[config.mk]
export PLATFORM = sky130hd
export DESIGN_NAME = x86_alu_with_flags_unit
export DESIGN_NICKNAME = d
export VERILOG_FILES = /design/src/rtl/xalu_pkg.sv /design/src/rtl/xalu_shift.sv /design/src/rtl/xalu_core.sv /design/src/rtl/x86_alu_with_flags_unit.sv
export SDC_FILE = /design/constraint.sdc
export NUM_CORES = 1
export LEC_CHECK = 0
export BUFFER_PORTS_ARGS = -buffer_cell sky130_fd_sc_hd__buf_2
export CORE_MARGIN = 3
export CORE_UTILIZATION = 45
export CTS_CLUSTER_SIZE = 8
export DETAILED_ROUTE_END_ITERATION = 8
export GPL_ROUTABILITY_DRIVEN = 0
export PLACE_DENSITY = 0.71
export SYNTH_ARGS = -nofsm -noshare
export SYNTH_HDL_FRONTEND = slang
export SYNTH_SLANG_ARGS = --single-unit
[constraint.sdc]
create_clock -name clk -period 13.3 [get_ports clk]
set_clock_uncertainty 0.05 [all_clocks]
set_input_delay 2.66 -clock clk [delete_from_list [all_inputs] [get_ports clk]]
set_output_delay 2.66 -clock clk [all_outputs]
set_load 0.02 [all_outputs]
[src/rtl/xalu_pkg.sv]
`timescale 1ns / 1ps

package xalu_pkg;

	typedef enum logic [3:0] {
		CMD_ADD = 4'd0,
		CMD_ADC = 4'd1,
		CMD_SUB = 4'd2,
		CMD_SBB = 4'd3,
		CMD_AND = 4'd4,
		CMD_OR  = 4'd5,
		CMD_XOR = 4'd6,
		CMD_INC = 4'd7,
		CMD_DEC = 4'd8,
		CMD_NOT = 4'd9,
		CMD_ROL = 4'd10,
		CMD_ROR = 4'd11,
		CMD_RCR = 4'd12,
		CMD_SHL = 4'd13,
		CMD_SHR = 4'd14,
		CMD_MUL = 4'd15
	} cmd_t;

	// flag positions in the written mask
	localparam int FLG_C = 0;
	localparam int FLG_P = 1;
	localparam int FLG_A = 2;
	localparam int FLG_Z = 3;
	localparam int FLG_S = 4;
	localparam int FLG_O = 5;

	localparam logic [5:0] FW_C = 6'h01;
	localparam logic [5:0] FW_P = 6'h02;
	localparam logic [5:0] FW_A = 6'h04;
	localparam logic [5:0] FW_Z = 6'h08;
	localparam logic [5:0] FW_S = 6'h10;
	localparam logic [5:0] FW_O = 6'h20;

	localparam int S_TDATA_W = 48;
	localparam int M_TDATA_W = 48;

	typedef struct packed {
		cmd_t        cmd;
		logic        wide;
		logic [15:0] opa;
		logic [15:0] opb;
		logic        cin;
		logic [4:0]  cnt;
	} alu_req_t;

	typedef struct packed {
		logic [15:0] result;
		logic [15:0] result_high;
		logic        carry;
		logic        parity;
		logic        aux_carry;
		logic        zero;
		logic        sign;
		logic        overflow;
		logic [5:0]  written;
	} alu_rsp_t;

	typedef struct packed {
		logic [15:0] res;
		logic        c;
		logic        o;
	} shift_rsp_t;

endpackage

[src/rtl/xalu_shift.sv]
`timescale 1ns / 1ps

module xalu_shift (
	input  xalu_pkg::cmd_t     cmd,
	input  logic               wide,
	input  logic [15:0]        opa,
	input  logic               cin,
	input  logic [4:0]         cnt,
	output xalu_pkg::shift_rsp_t sh
);

	logic [2:0]  n8;
	logic [3:0]  n16;
	logic [15:0] d8;
	logic [31:0] d16;
	logic [15:0] rl8, rr8;
	logic [31:0] rl16, rr16;
	logic [4:0]  nrc8, nrc16;
	logic [17:0] dv8, y8;
	logic [33:0] dv16, y16;
	logic [47:0] shl_ext;
	logic [16:0] shr_ext;
	logic [15:0] x;
	logic        c;
	logic        x_top, x_next;

	assign n8  = cnt[2:0];
	assign n16 = cnt[3:0];
	assign d8  = {opa[7:0], opa[7:0]};
	assign d16 = {opa, opa};
	assign rl8  = d8 << n8;
	assign rr8  = d8 >> n8;
	assign rl16 = d16 << n16;
	assign rr16 = d16 >> n16;

	// rotate through carry spans width plus one bits
	always_comb begin
		if (cnt >= 5'd27) begin
			nrc8 = cnt - 5'd27;
		end else if (cnt >= 5'd18) begin
			nrc8 = cnt - 5'd18;
		end else if (cnt >= 5'd9) begin
			nrc8 = cnt - 5'd9;
		end else begin
			nrc8 = cnt;
		end
		nrc16 = (cnt >= 5'd17) ? (cnt - 5'd17) : cnt;
	end

	assign dv8  = {cin, opa[7:0], cin, opa[7:0]};
	assign dv16 = {cin, opa, cin, opa};
	assign y8   = dv8 >> nrc8;
	assign y16  = dv16 >> nrc16;

	assign shl_ext = {32'd0, opa} << cnt;
	assign shr_ext = {opa, 1'b0} >> cnt;

	always_comb begin
		x = opa;
		c = cin;
		unique case (cmd)
			xalu_pkg::CMD_ROL: begin
				x = wide ? rl16[31:16] : {8'd0, rl8[15:8]};
				c = x[0];
			end
			xalu_pkg::CMD_ROR: begin
				x = wide ? rr16[15:0] : {8'd0, rr8[7:0]};
				c = wide ? x[15] : x[7];
			end
			xalu_pkg::CMD_RCR: begin
				x = wide ? y16[15:0] : {8'd0, y8[7:0]};
				c = wide ? y16[16] : y8[8];
			end
			xalu_pkg::CMD_SHL: begin
				x = wide ? shl_ext[15:0] : {8'd0, shl_ext[7:0]};
				c = wide ? shl_ext[16] : shl_ext[8];
			end
			xalu_pkg::CMD_SHR: begin
				x = shr_ext[16:1];
				c = shr_ext[0];
			end
			default: begin
				x = opa;
				c = cin;
			end
		endcase
	end

	assign x_top  = wide ? x[15] : x[7];
	assign x_next = wide ? x[14] : x[6];

	always_comb begin
		sh.res = x;
		sh.c   = c;
		case (cmd) inside
			xalu_pkg::CMD_ROL, xalu_pkg::CMD_SHL: sh.o = x_top ^ c;
			xalu_pkg::CMD_ROR, xalu_pkg::CMD_RCR: sh.o = x_top ^ x_next;
			xalu_pkg::CMD_SHR:                    sh.o = wide ? opa[15] : opa[7];
			default:                              sh.o = 1'b0;
		endcase
	end

endmodule

[src/rtl/xalu_core.sv]
`timescale 1ns / 1ps

module xalu_core (
	input  xalu_pkg::alu_req_t req,
	output xalu_pkg::alu_rsp_t rsp
);

	logic [15:0] mask, msb, amask;
	logic [15:0] a, b, bb;
	logic        is_sub, cin_add;
	logic [16:0] sum;
	logic [15:0] add_r;
	logic        add_c, add_aux, add_o;
	logic [15:0] inc_r, dec_r;
	logic [31:0] prod;
	logic [15:0] mul_hi;
	xalu_pkg::shift_rsp_t sh;

	logic [15:0] res, hi;
	logic        c, aux, o, z, s, p;
	logic [5:0]  fw;

	assign mask  = req.wide ? 16'hFFFF : 16'h00FF;
	assign msb   = req.wide ? 16'h8000 : 16'h0080;
	assign amask = req.wide ? 16'h00FF : 16'h000F;
	assign a     = req.opa & mask;
	assign b     = req.opb & mask;

	assign is_sub = (req.cmd == xalu_pkg::CMD_SUB) || (req.cmd == xalu_pkg::CMD_SBB);
	assign bb     = is_sub ? (b ^ mask) : b;

	always_comb begin
		case (req.cmd)
			xalu_pkg::CMD_ADC: cin_add = req.cin;
			xalu_pkg::CMD_SUB: cin_add = 1'b1;
			xalu_pkg::CMD_SBB: cin_add = ~req.cin;
			default:           cin_add = 1'b0;
		endcase
	end

	assign sum     = {1'b0, a} + {1'b0, bb} + {16'd0, cin_add};
	assign add_r   = sum[15:0] & mask;
	assign add_c   = req.wide ? sum[16] : sum[8];
	// carry into bit 4 or bit 8 recovered from the sum bit
	assign add_aux = req.wide ? (a[8] ^ bb[8] ^ sum[8]) : (a[4] ^ bb[4] ^ sum[4]);
	assign add_o   = |((add_r ^ a) & (add_r ^ bb) & msb);

	assign inc_r = (a + 16'd1) & mask;
	assign dec_r = (a - 16'd1) & mask;

	assign prod   = {16'd0, a} * {16'd0, b};
	assign mul_hi = req.wide ? prod[31:16] : {8'd0, prod[15:8]};

	xalu_shift u_shift (
		.cmd  (req.cmd),
		.wide (req.wide),
		.opa  (a),
		.cin  (req.cin),
		.cnt  (req.cnt),
		.sh   (sh)
	);

	always_comb begin
		res = a;
		hi  = 16'd0;
		c   = req.cin;
		aux = 1'b0;
		o   = 1'b0;
		fw  = 6'd0;
		unique case (req.cmd) inside
			xalu_pkg::CMD_ADD, xalu_pkg::CMD_ADC, xalu_pkg::CMD_SUB, xalu_pkg::CMD_SBB: begin
				res = add_r;
				c   = add_c ^ is_sub;
				aux = add_aux ^ is_sub;
				o   = add_o;
				fw  = xalu_pkg::FW_C | xalu_pkg::FW_P | xalu_pkg::FW_A |
				      xalu_pkg::FW_Z | xalu_pkg::FW_S | xalu_pkg::FW_O;
			end
			xalu_pkg::CMD_AND, xalu_pkg::CMD_OR, xalu_pkg::CMD_XOR: begin
				if (req.cmd == xalu_pkg::CMD_AND) begin
					res = a & b;
				end else if (req.cmd == xalu_pkg::CMD_OR) begin
					res = a | b;
				end else begin
					res = a ^ b;
				end
				c  = 1'b0;
				fw = xalu_pkg::FW_C | xalu_pkg::FW_P | xalu_pkg::FW_Z |
				     xalu_pkg::FW_S | xalu_pkg::FW_O;
			end
			xalu_pkg::CMD_INC: begin
				res = inc_r;
				aux = (a & amask) == amask;
				o   = a == (msb - 16'd1);
				fw  = xalu_pkg::FW_P | xalu_pkg::FW_A | xalu_pkg::FW_Z |
				      xalu_pkg::FW_S | xalu_pkg::FW_O;
			end
			xalu_pkg::CMD_DEC: begin
				res = dec_r;
				aux = (a & amask) == 16'd0;
				o   = a == msb;
				fw  = xalu_pkg::FW_P | xalu_pkg::FW_A | xalu_pkg::FW_Z |
				      xalu_pkg::FW_S | xalu_pkg::FW_O;
			end
			xalu_pkg::CMD_NOT: begin
				res = ~a & mask;
			end
			xalu_pkg::CMD_ROL, xalu_pkg::CMD_ROR, xalu_pkg::CMD_RCR: begin
				// zero count leaves operand and flags untouched
				if (req.cnt != 5'd0) begin
					res = sh.res;
					c   = sh.c;
					o   = sh.o;
					fw  = xalu_pkg::FW_C | xalu_pkg::FW_O;
				end
			end
			xalu_pkg::CMD_SHL, xalu_pkg::CMD_SHR: begin
				if (req.cnt != 5'd0) begin
					res = sh.res;
					c   = sh.c;
					o   = sh.o;
					fw  = xalu_pkg::FW_C | xalu_pkg::FW_P | xalu_pkg::FW_Z |
					      xalu_pkg::FW_S | xalu_pkg::FW_O;
				end
			end
			xalu_pkg::CMD_MUL: begin
				res = prod[15:0] & mask;
				hi  = mul_hi;
				c   = mul_hi != 16'd0;
				o   = mul_hi != 16'd0;
				fw  = xalu_pkg::FW_C | xalu_pkg::FW_O;
			end
			default: begin
				res = a;
			end
		endcase
	end

	assign z = res == 16'd0;
	assign s = |(res & msb);
	assign p = ~^res[7:0];

	// drop flags that the operation does not write; carry passes through unmasked
	assign rsp.result      = res;
	assign rsp.result_high = hi;
	assign rsp.carry       = c;
	assign rsp.parity      = p & fw[xalu_pkg::FLG_P];
	assign rsp.aux_carry   = aux & fw[xalu_pkg::FLG_A];
	assign rsp.zero        = z & fw[xalu_pkg::FLG_Z];
	assign rsp.sign        = s & fw[xalu_pkg::FLG_S];
	assign rsp.overflow    = o & fw[xalu_pkg::FLG_O];
	assign rsp.written     = fw;

endmodule

[src/rtl/x86_alu_with_flags_unit.sv]
`timescale 1ns / 1ps
// Throughput: one transaction per cycle unless the master side stalls; the input register,
// one combinational pass (adder, barrel shifter and a 16x16 multiplier) and the result
// register set that figure. An empty input register takes a new input transaction while a
// finished result waits. Reset (arst_n low, asynchronous) empties both stages; payload
// registers are not cleared.

module x86_alu_with_flags_unit (
	input  logic        clk,
	input  logic        arst_n,
	input  logic        s_axis_tvalid,
	output logic        s_axis_tready,
	// command[3:0], operand_a[19:4], operand_b[35:20], carry_in[36], shift_count[41:37]
	input  logic [xalu_pkg::S_TDATA_W-1:0] s_axis_tdata,
	// wide
	input  logic        s_axis_tuser,
	output logic        m_axis_tvalid,
	input  logic        m_axis_tready,
	// result[15:0], result_high[31:16], carry[32], parity[33], aux_carry[34],
	// zero[35], sign[36], overflow[37], flags_written[43:38]
	output logic [xalu_pkg::M_TDATA_W-1:0] m_axis_tdata
);

	xalu_pkg::alu_req_t req_d, req_s1;
	xalu_pkg::alu_rsp_t rsp_c, rsp_s2;
	logic vld_s1, vld_s2;
	logic adv1, adv2;

	assign req_d.cmd  = xalu_pkg::cmd_t'(s_axis_tdata[3:0]);
	assign req_d.wide = s_axis_tuser;
	assign req_d.opa  = s_axis_tdata[19:4];
	assign req_d.opb  = s_axis_tdata[35:20];
	assign req_d.cin  = s_axis_tdata[36];
	assign req_d.cnt  = s_axis_tdata[41:37];

	assign adv2 = !vld_s2 || m_axis_tready;
	assign adv1 = !vld_s1 || adv2;
	assign s_axis_tready = adv1;

	always_ff @(posedge clk or negedge arst_n) begin
		if (!arst_n) begin
			vld_s1 <= 1'b0;
			vld_s2 <= 1'b0;
		end else begin
			if (adv1) begin
				vld_s1 <= s_axis_tvalid;
			end
			if (adv2) begin
				vld_s2 <= vld_s1;
			end
		end
	end

	always_ff @(posedge clk) begin
		if (adv1 && s_axis_tvalid) begin
			req_s1 <= req_d;
		end
		if (adv2 && vld_s1) begin
			rsp_s2 <= rsp_c;
		end
	end

	xalu_core u_core (
		.req (req_s1),
		.rsp (rsp_c)
	);

	assign m_axis_tvalid = vld_s2;
	assign m_axis_tdata  = {4'd0, rsp_s2.written, rsp_s2.overflow, rsp_s2.sign, rsp_s2.zero,
	                        rsp_s2.aux_carry, rsp_s2.parity, rsp_s2.carry,
	                        rsp_s2.result_high, rsp_s2.result};

`ifndef SYNTHESIS
	// an item held in the input stage behind a stalled result must survive
	a_hold_s1: assert property (@(posedge clk) disable iff (!arst_n)
		vld_s1 && vld_s2 && !m_axis_tready |=> vld_s1 && $stable(req_s1))
		else $error("input stage lost its transaction under stall");

	a_unwritten_zero: assert property (@(posedge clk) disable iff (!arst_n)
		vld_s2 |-> ((rsp_s2.parity && !rsp_s2.written[xalu_pkg::FLG_P]) ||
		            (rsp_s2.aux_carry && !rsp_s2.written[xalu_pkg::FLG_A]) ||
		            (rsp_s2.zero && !rsp_s2.written[xalu_pkg::FLG_Z]) ||
		            (rsp_s2.sign && !rsp_s2.written[xalu_pkg::FLG_S]) ||
		            (rsp_s2.overflow && !rsp_s2.written[xalu_pkg::FLG_O])) == 1'b0)
		else $error("flag set that the operation does not write");

	a_mul_high: assert property (@(posedge clk) disable iff (!arst_n)
		vld_s2 && (rsp_s2.result_high != 16'd0) |->
		rsp_s2.carry && rsp_s2.overflow && rsp_s2.written[xalu_pkg::FLG_C])
		else $error("nonzero product high half without carry and overflow");
`endif

endmodule
Yosys cells after proc, flatten, opt, wreduce, memory -nomap -nowiden
Index checks and enable logic that the tools add are counted.
{ "classes": {"add_sub_neg": 9, "n_shift": 8, "n_reduce_logical": 23, "n_mul": 1, "magnitude_cmp": 4, "eq_ne": 18, "n_mux": 39, "n_bitwise": 32} }
{ "op_table": {"columns": ["cell", "count"], "rows": [
  ["$and A16 B16 Y16", 12],
  ["$mux W16", 11],
  ["$pmux W16 S7", 1],
  ["$pmux W16 S5", 1],
  ["$xor A16 B16 Y16", 4],
  ["$eq A16 B16 Y1", 3],
  ["$pmux W6 S6", 1],
  ["$shr A34 B5 Y17", 1],
  ["$eq A4 B4 Y1 const B", 8],
  ["$logic_not A16 Y1", 2],
  ["$mul A16 B16 Y32", 1],
  ["$reduce_or A16 Y1", 2],
  ["$shl A32 B4 Y32", 1],
  ["$shr A32 B4 Y16", 1],
  ["$sub A16 B1 Y16 const B", 2],
  ["$mux W5", 4],
  ["$shr A18 B5 Y9", 1],
  ["$add A16 B16 Y17", 1],
  ["$add A17 B1 Y17", 1],
  ["$shl A16 B5 Y17", 1],
  ["$shr A17 B5 Y17", 1],
  ["$add A16 B1 Y16 const B", 1],
  ["$eq A4 B3 Y1 const B", 4],
  ["$not A16 Y16", 1],
  ["29 further kinds", 68]
]} }
{ "totals": {"regBits": 89, "output_inout_bits": 50, "wordCells": 151} }

Logic depth before layout (Yosys ltp)
{ "logic_depth": {"ltp_word": 14, "mapped_depth": 36, "ltp_nobuf": 27} }

Modules after synthesis
Synthesis repeated with hierarchy kept, for this count alone.
{ "hier_totals": {"cells_unflattened": 2739, "hier_area_um2": 21834.7} }
{ "modules_own_cells": {"columns": ["module", "instances", "area_each_um2", "seq_area_each_um2", "cells_each"], "rows": [
  ["xalu_core", 1, 12490.7, 0.0, 1624],
  ["xalu_shift", 1, 6593.8, 0.0, 1015],
  ["x86_alu_with_flags_unit", 1, 2750.1, 2662.6, 100]
]} }

Least setup slack after synthesis
OpenSTA, ideal clock, no wires.
{ "synth_timing": {"kind": "register to register", "startpoint": "register req_s1[38] in the netlist's numbering", "endpoint": "register rsp_s2, in the netlist m_axis_tdata[32] (data pin)", "setup_time_ps": 254, "path_slack_ps": 4301, "required_ps": 12996, "path_stages_with_launch": 34, "arrival_ps": 8696, "cell_sequence": "edfxtp_1 buf_2 buf_2 clkbuf_1 buf_2 buf_2 buf_1 clkbuf_1 and2_1 clkbuf_1 clkinv_1 nor2_1 fa_1 fa_1 fa_1 fa_1 fa_1 inv_1 fa_1 inv_1 ha_1 clkbuf_1 and4_1 and3_1 o2111ai_1 and3_1 clkbuf_1 a2111oi_0 nor3_1 xnor2_1 o41ai_1 a31oi_1 a221o_1 a21o_1"} }
{ "synth_rtl": {"columns": ["element", "line", "source"], "rows": [
  ["from (decl)", "x86_alu_with_flags_unit.sv:24", "xalu_pkg::alu_req_t req_d, req_s1;"],
  ["from (signal assigned)", "x86_alu_with_flags_unit.sv:56", "req_s1 <= req_d;"],
  ["to (signal assigned)", "x86_alu_with_flags_unit.sv:59", "rsp_s2 <= rsp_c;"],
  ["to (decl)", "x86_alu_with_flags_unit.sv:25", "xalu_pkg::alu_rsp_t rsp_c, rsp_s2;"]
]} }

==> summary.md <==
| Metric | Value |
|---|---|
| Residual DRC | 0 |
| Crit-path cells | buf_12 -> and2_1 -> nand2_1 -> fa_1 -> fa_1 -> inv_1 -> fa_1 -> fa_1 -> fa_1 -> inv_1 -> fa_1 -> inv_1 -> ha_1 -> and4_1 -> o2111ai_1 -> a2111oi_0 -> nor2_1 -> mux2_2 -> o211ai_1 -> or4_1 -> nor4_1 -> a31oi_1 -> a221o_1 -> a21o_1 |
| Flops & latches, synth | 87 |
| Max-slew violations | 0 |
| Area grow syn2layout | 5.265% |
| TritonCTS clock tree | yes |
| Slowest stage cell on the critical path | a2111oi_0 |
| PwrDens | 143.1 nW/um^2 |
| Largest net degree at the start of global routing | 134 |
| Yosys top cell area share | 18.44% |
| HP Start | vld_s1$_DFFE_PN0N_ |
| P_leak | 10.03 nW |
| PostCTS Resize Cnt | 0 |
| RR Startpoint | req_s1[38]$_DFFE_PP_ |
| Core area | 46750 sq um |
| Postcts setup bufs | 0 |
| Maximum operating frequency | 104.2 MHz |
| Mapped Area | 21390 sq um |
| Chip width | 224.0 um |
| Max capacitance violation total | 0 |
| Post-synthesis cell type count | 101 |
| # diodes | 0 |
| DRT antenna net count | 0 |
| Clock sinks | 87 |
| Worst-Margin Slew | 1.340 ns |
| Worst Path Required | 13.38 ns |
| Initial antenna violation count | 3 |
| Worst path max stage delay | 1.15 ns |
| Via Count | 21310 |
| Die area | 50180 sq um |
| Dpl hpwl | 55.85 mm |
| Status | finished clean |
| H-tree depth | 3 |
| Tot Pwr | 0.003221 W |
| Critical path's most frequent cell | fa_1 |
| Top-level port count | 103 |
| CP startpoint kind | register |
| Final hold violations | 0 |
| Die height | 224.0 um |
| Post-synth EDFFs | 85 |
| First-pass GRT wire length | 116.4 mm |
| 1st-pass router iterations | 7 |
| CTS Buf Count | 9 |
| Overflow after GRT | 0 |
| Number of global-route vias before repair | 20250 |
| Initial DRC count | 3076 |
| Storage element area | 2603 sq um |
| Fillers | 4423 |
| Synthesized instance count | 2657 |
| Hold Path Class | reg2reg |
| Area occupied by multi-input gates | 16850 sq um |
| WP buf/inv | 4 |
| Most frequent cells in the layout | nand2_1, inv_1, nor2_1 |
| Worst EP arrival | 9.68 ns |
| Sequential element share of the synthesized area | 12.17% |
| Rows | 79 |
| Post-CTS Hold Buffers | 0 |
| RSZ-0062 raised after global routing | no |
| Fraction of registers with async set/reset | 2.299% |
| Final setup TNS | 0 ns |
| Crit path max fanout | 133 |
| All-Layer GR Usage | 29.93% |
| Final nets | 3046 |
| Layout cell share with drive strength beyond 1 | 9.760% |
| Cell family with most CP delay | adder cells |
| Min Hold Slack | 0.4635 ns |
| Synth area leaders | fa_1, edfxtp_1, ha_1, nand2_1, inv_1 |
| Post-route design area | 22510 sq um |
| Clock-pin slew on the worst setup and hold paths | 0.07 ns |
| Area post-placement | 22200 sq um |
| Commonest non-fill, non-tap cell in the layout | nand2_1 |
| Vias per inst | 6.596 |
| Met3 wire length | 11.11 mm |
| M1 WL | 28.56 mm |
| Initial core utilization | 45.74% |
| Tmin final | 9.593 ns |
| Setup Crit Path Kind | reg2reg |
| Worst vdd ir | 0.2149 mV |
| Slew headroom | 8.377% |
| Routed len/inst | 23.72 um |
| Worst Setup SP | req_s1[38]$_DFFE_PP_ |
| CTS max path bufs | 2 |
| Max Used Layer | met5 |
| Clock insertion delay at the later pin of the skew report | 0.41 ns |
| Final Setup Violations | 0 |
| Syn avg cell area | 8.049 sq um |
| Synth Flop Type | edfxtp_1 |
| IO Port Bufs | 92 |
| Final wirelength | 76.62 mm |
| Root buffer cell | clkbuf_16 |
| Yosys warning total | 0 |
| CP Capture Type | register |
| Largest area contributor in the netlist | fa_1 |
| WL met2 | 31.57 mm |
| Final Cycle Share | 72.13% |
==> synthesized netlist by cell type, drive strengths merged (31+ instances only) <==
cell / n
nor2: 263
mux2i: 61
and2: 47
nor3: 39
and3: 39
nand2: 297
a21oi: 124
buf: 80
a211oi: 56
ha: 178
nand3: 31
o21ai: 129
clkbuf: 122
edfxtp: 85
xnor2: 55
inv: 280
fa: 197
==> path summary, 6_finish.rpt <==
path                                                    to  slack (ns)  depth (start not counted)
worst max-delay path            m_axis_tdata[32]$_DFFE_PP_        3.71                         24
worst min-delay path             m_axis_tvalid$_DFFE_PN0P_        0.46                          1
worst max register to register  m_axis_tdata[32]$_DFFE_PP_        3.71                         24
worst min register to register   m_axis_tvalid$_DFFE_PN0P_        0.46                          1
max in group asynchronous               vld_s1$_DFFE_PN0N_       11.13                          1
min in group asynchronous        m_axis_tvalid$_DFFE_PN0P_        1.98                          1
==> cells by family (layout without fill, tap and decap cells) <==
logic type / count (synthesis) / count (layout) / share of synthesized area (%)
AND/OR/NAND/NOR: 848 / 848 / 18.12
buffers and inverters: 491 / 454 / 9.132
other: 1 / 4 / 0.01753
XOR/XNOR: 79 / 79 / 3.235
adder cells (fa/ha/maj): 375 / 375 / 28.85
flip-flops: 87 / 87 / 12.17
AO/OA/AOI/OAI: 669 / 669 / 22.03
multiplexers: 107 / 107 / 6.435
==> power breakdown <==
part	switching [W]	internal, W	total, W
clock network	0.000132	0.000149	0.000281
logic	0.00164	0.000938	0.00258
registers	0.0000220	0.000336	0.000358
==> per-stage QoR <==
step	std cells	setup WS [ns]	util [%]
after global placement	3214	4.044	47.49
final	3230	3.707	48.15
after global routing	3230	3.452	48.15
after floorplan	2660	4.301	-
after detailed placement	3214	3.985	47.49
after CTS	3230	3.948	48.15
==> sequential cells by signal (all words and copies together) (netlist names) <==
name / cells
req_s1: 43
m_axis_tdata: 42
vld_s1: 1
m_axis_tvalid: 1
==> worst reg2reg max path, delay by kind of cell (launching register included) <==
family	cells	cell delay (ns)
adder cells (fa/ha/maj)	7	3.50
multiplexers	1	0.27
AND/OR/NAND/NOR	6	2.27
AO/OA/AOI/OAI	6	2.25
flip-flops	1	0.38
buffers and inverters	4	0.60
==> layer usage <==
metal	GRT usage, %	vias up
li1	-	9237
met1	39.53	10060
met2	43.21	1627
met3	8.924	376
met4	18.04	6
met5	0	-
==> area by class of cell <==
class / count / share of cell area, %
Clock buffer: 9 / 1.000
Multi-Input combinational cell: 2082 / 74.86
Clock inverter: 7 / 0.3835
Tap cell: 607 / 3.374
Inverter: 289 / 4.819
Timing Repair Buffer: 149 / 4.002
Sequential cell: 87 / 11.56
No activity file was read; power rests on OpenSTA's default activity.
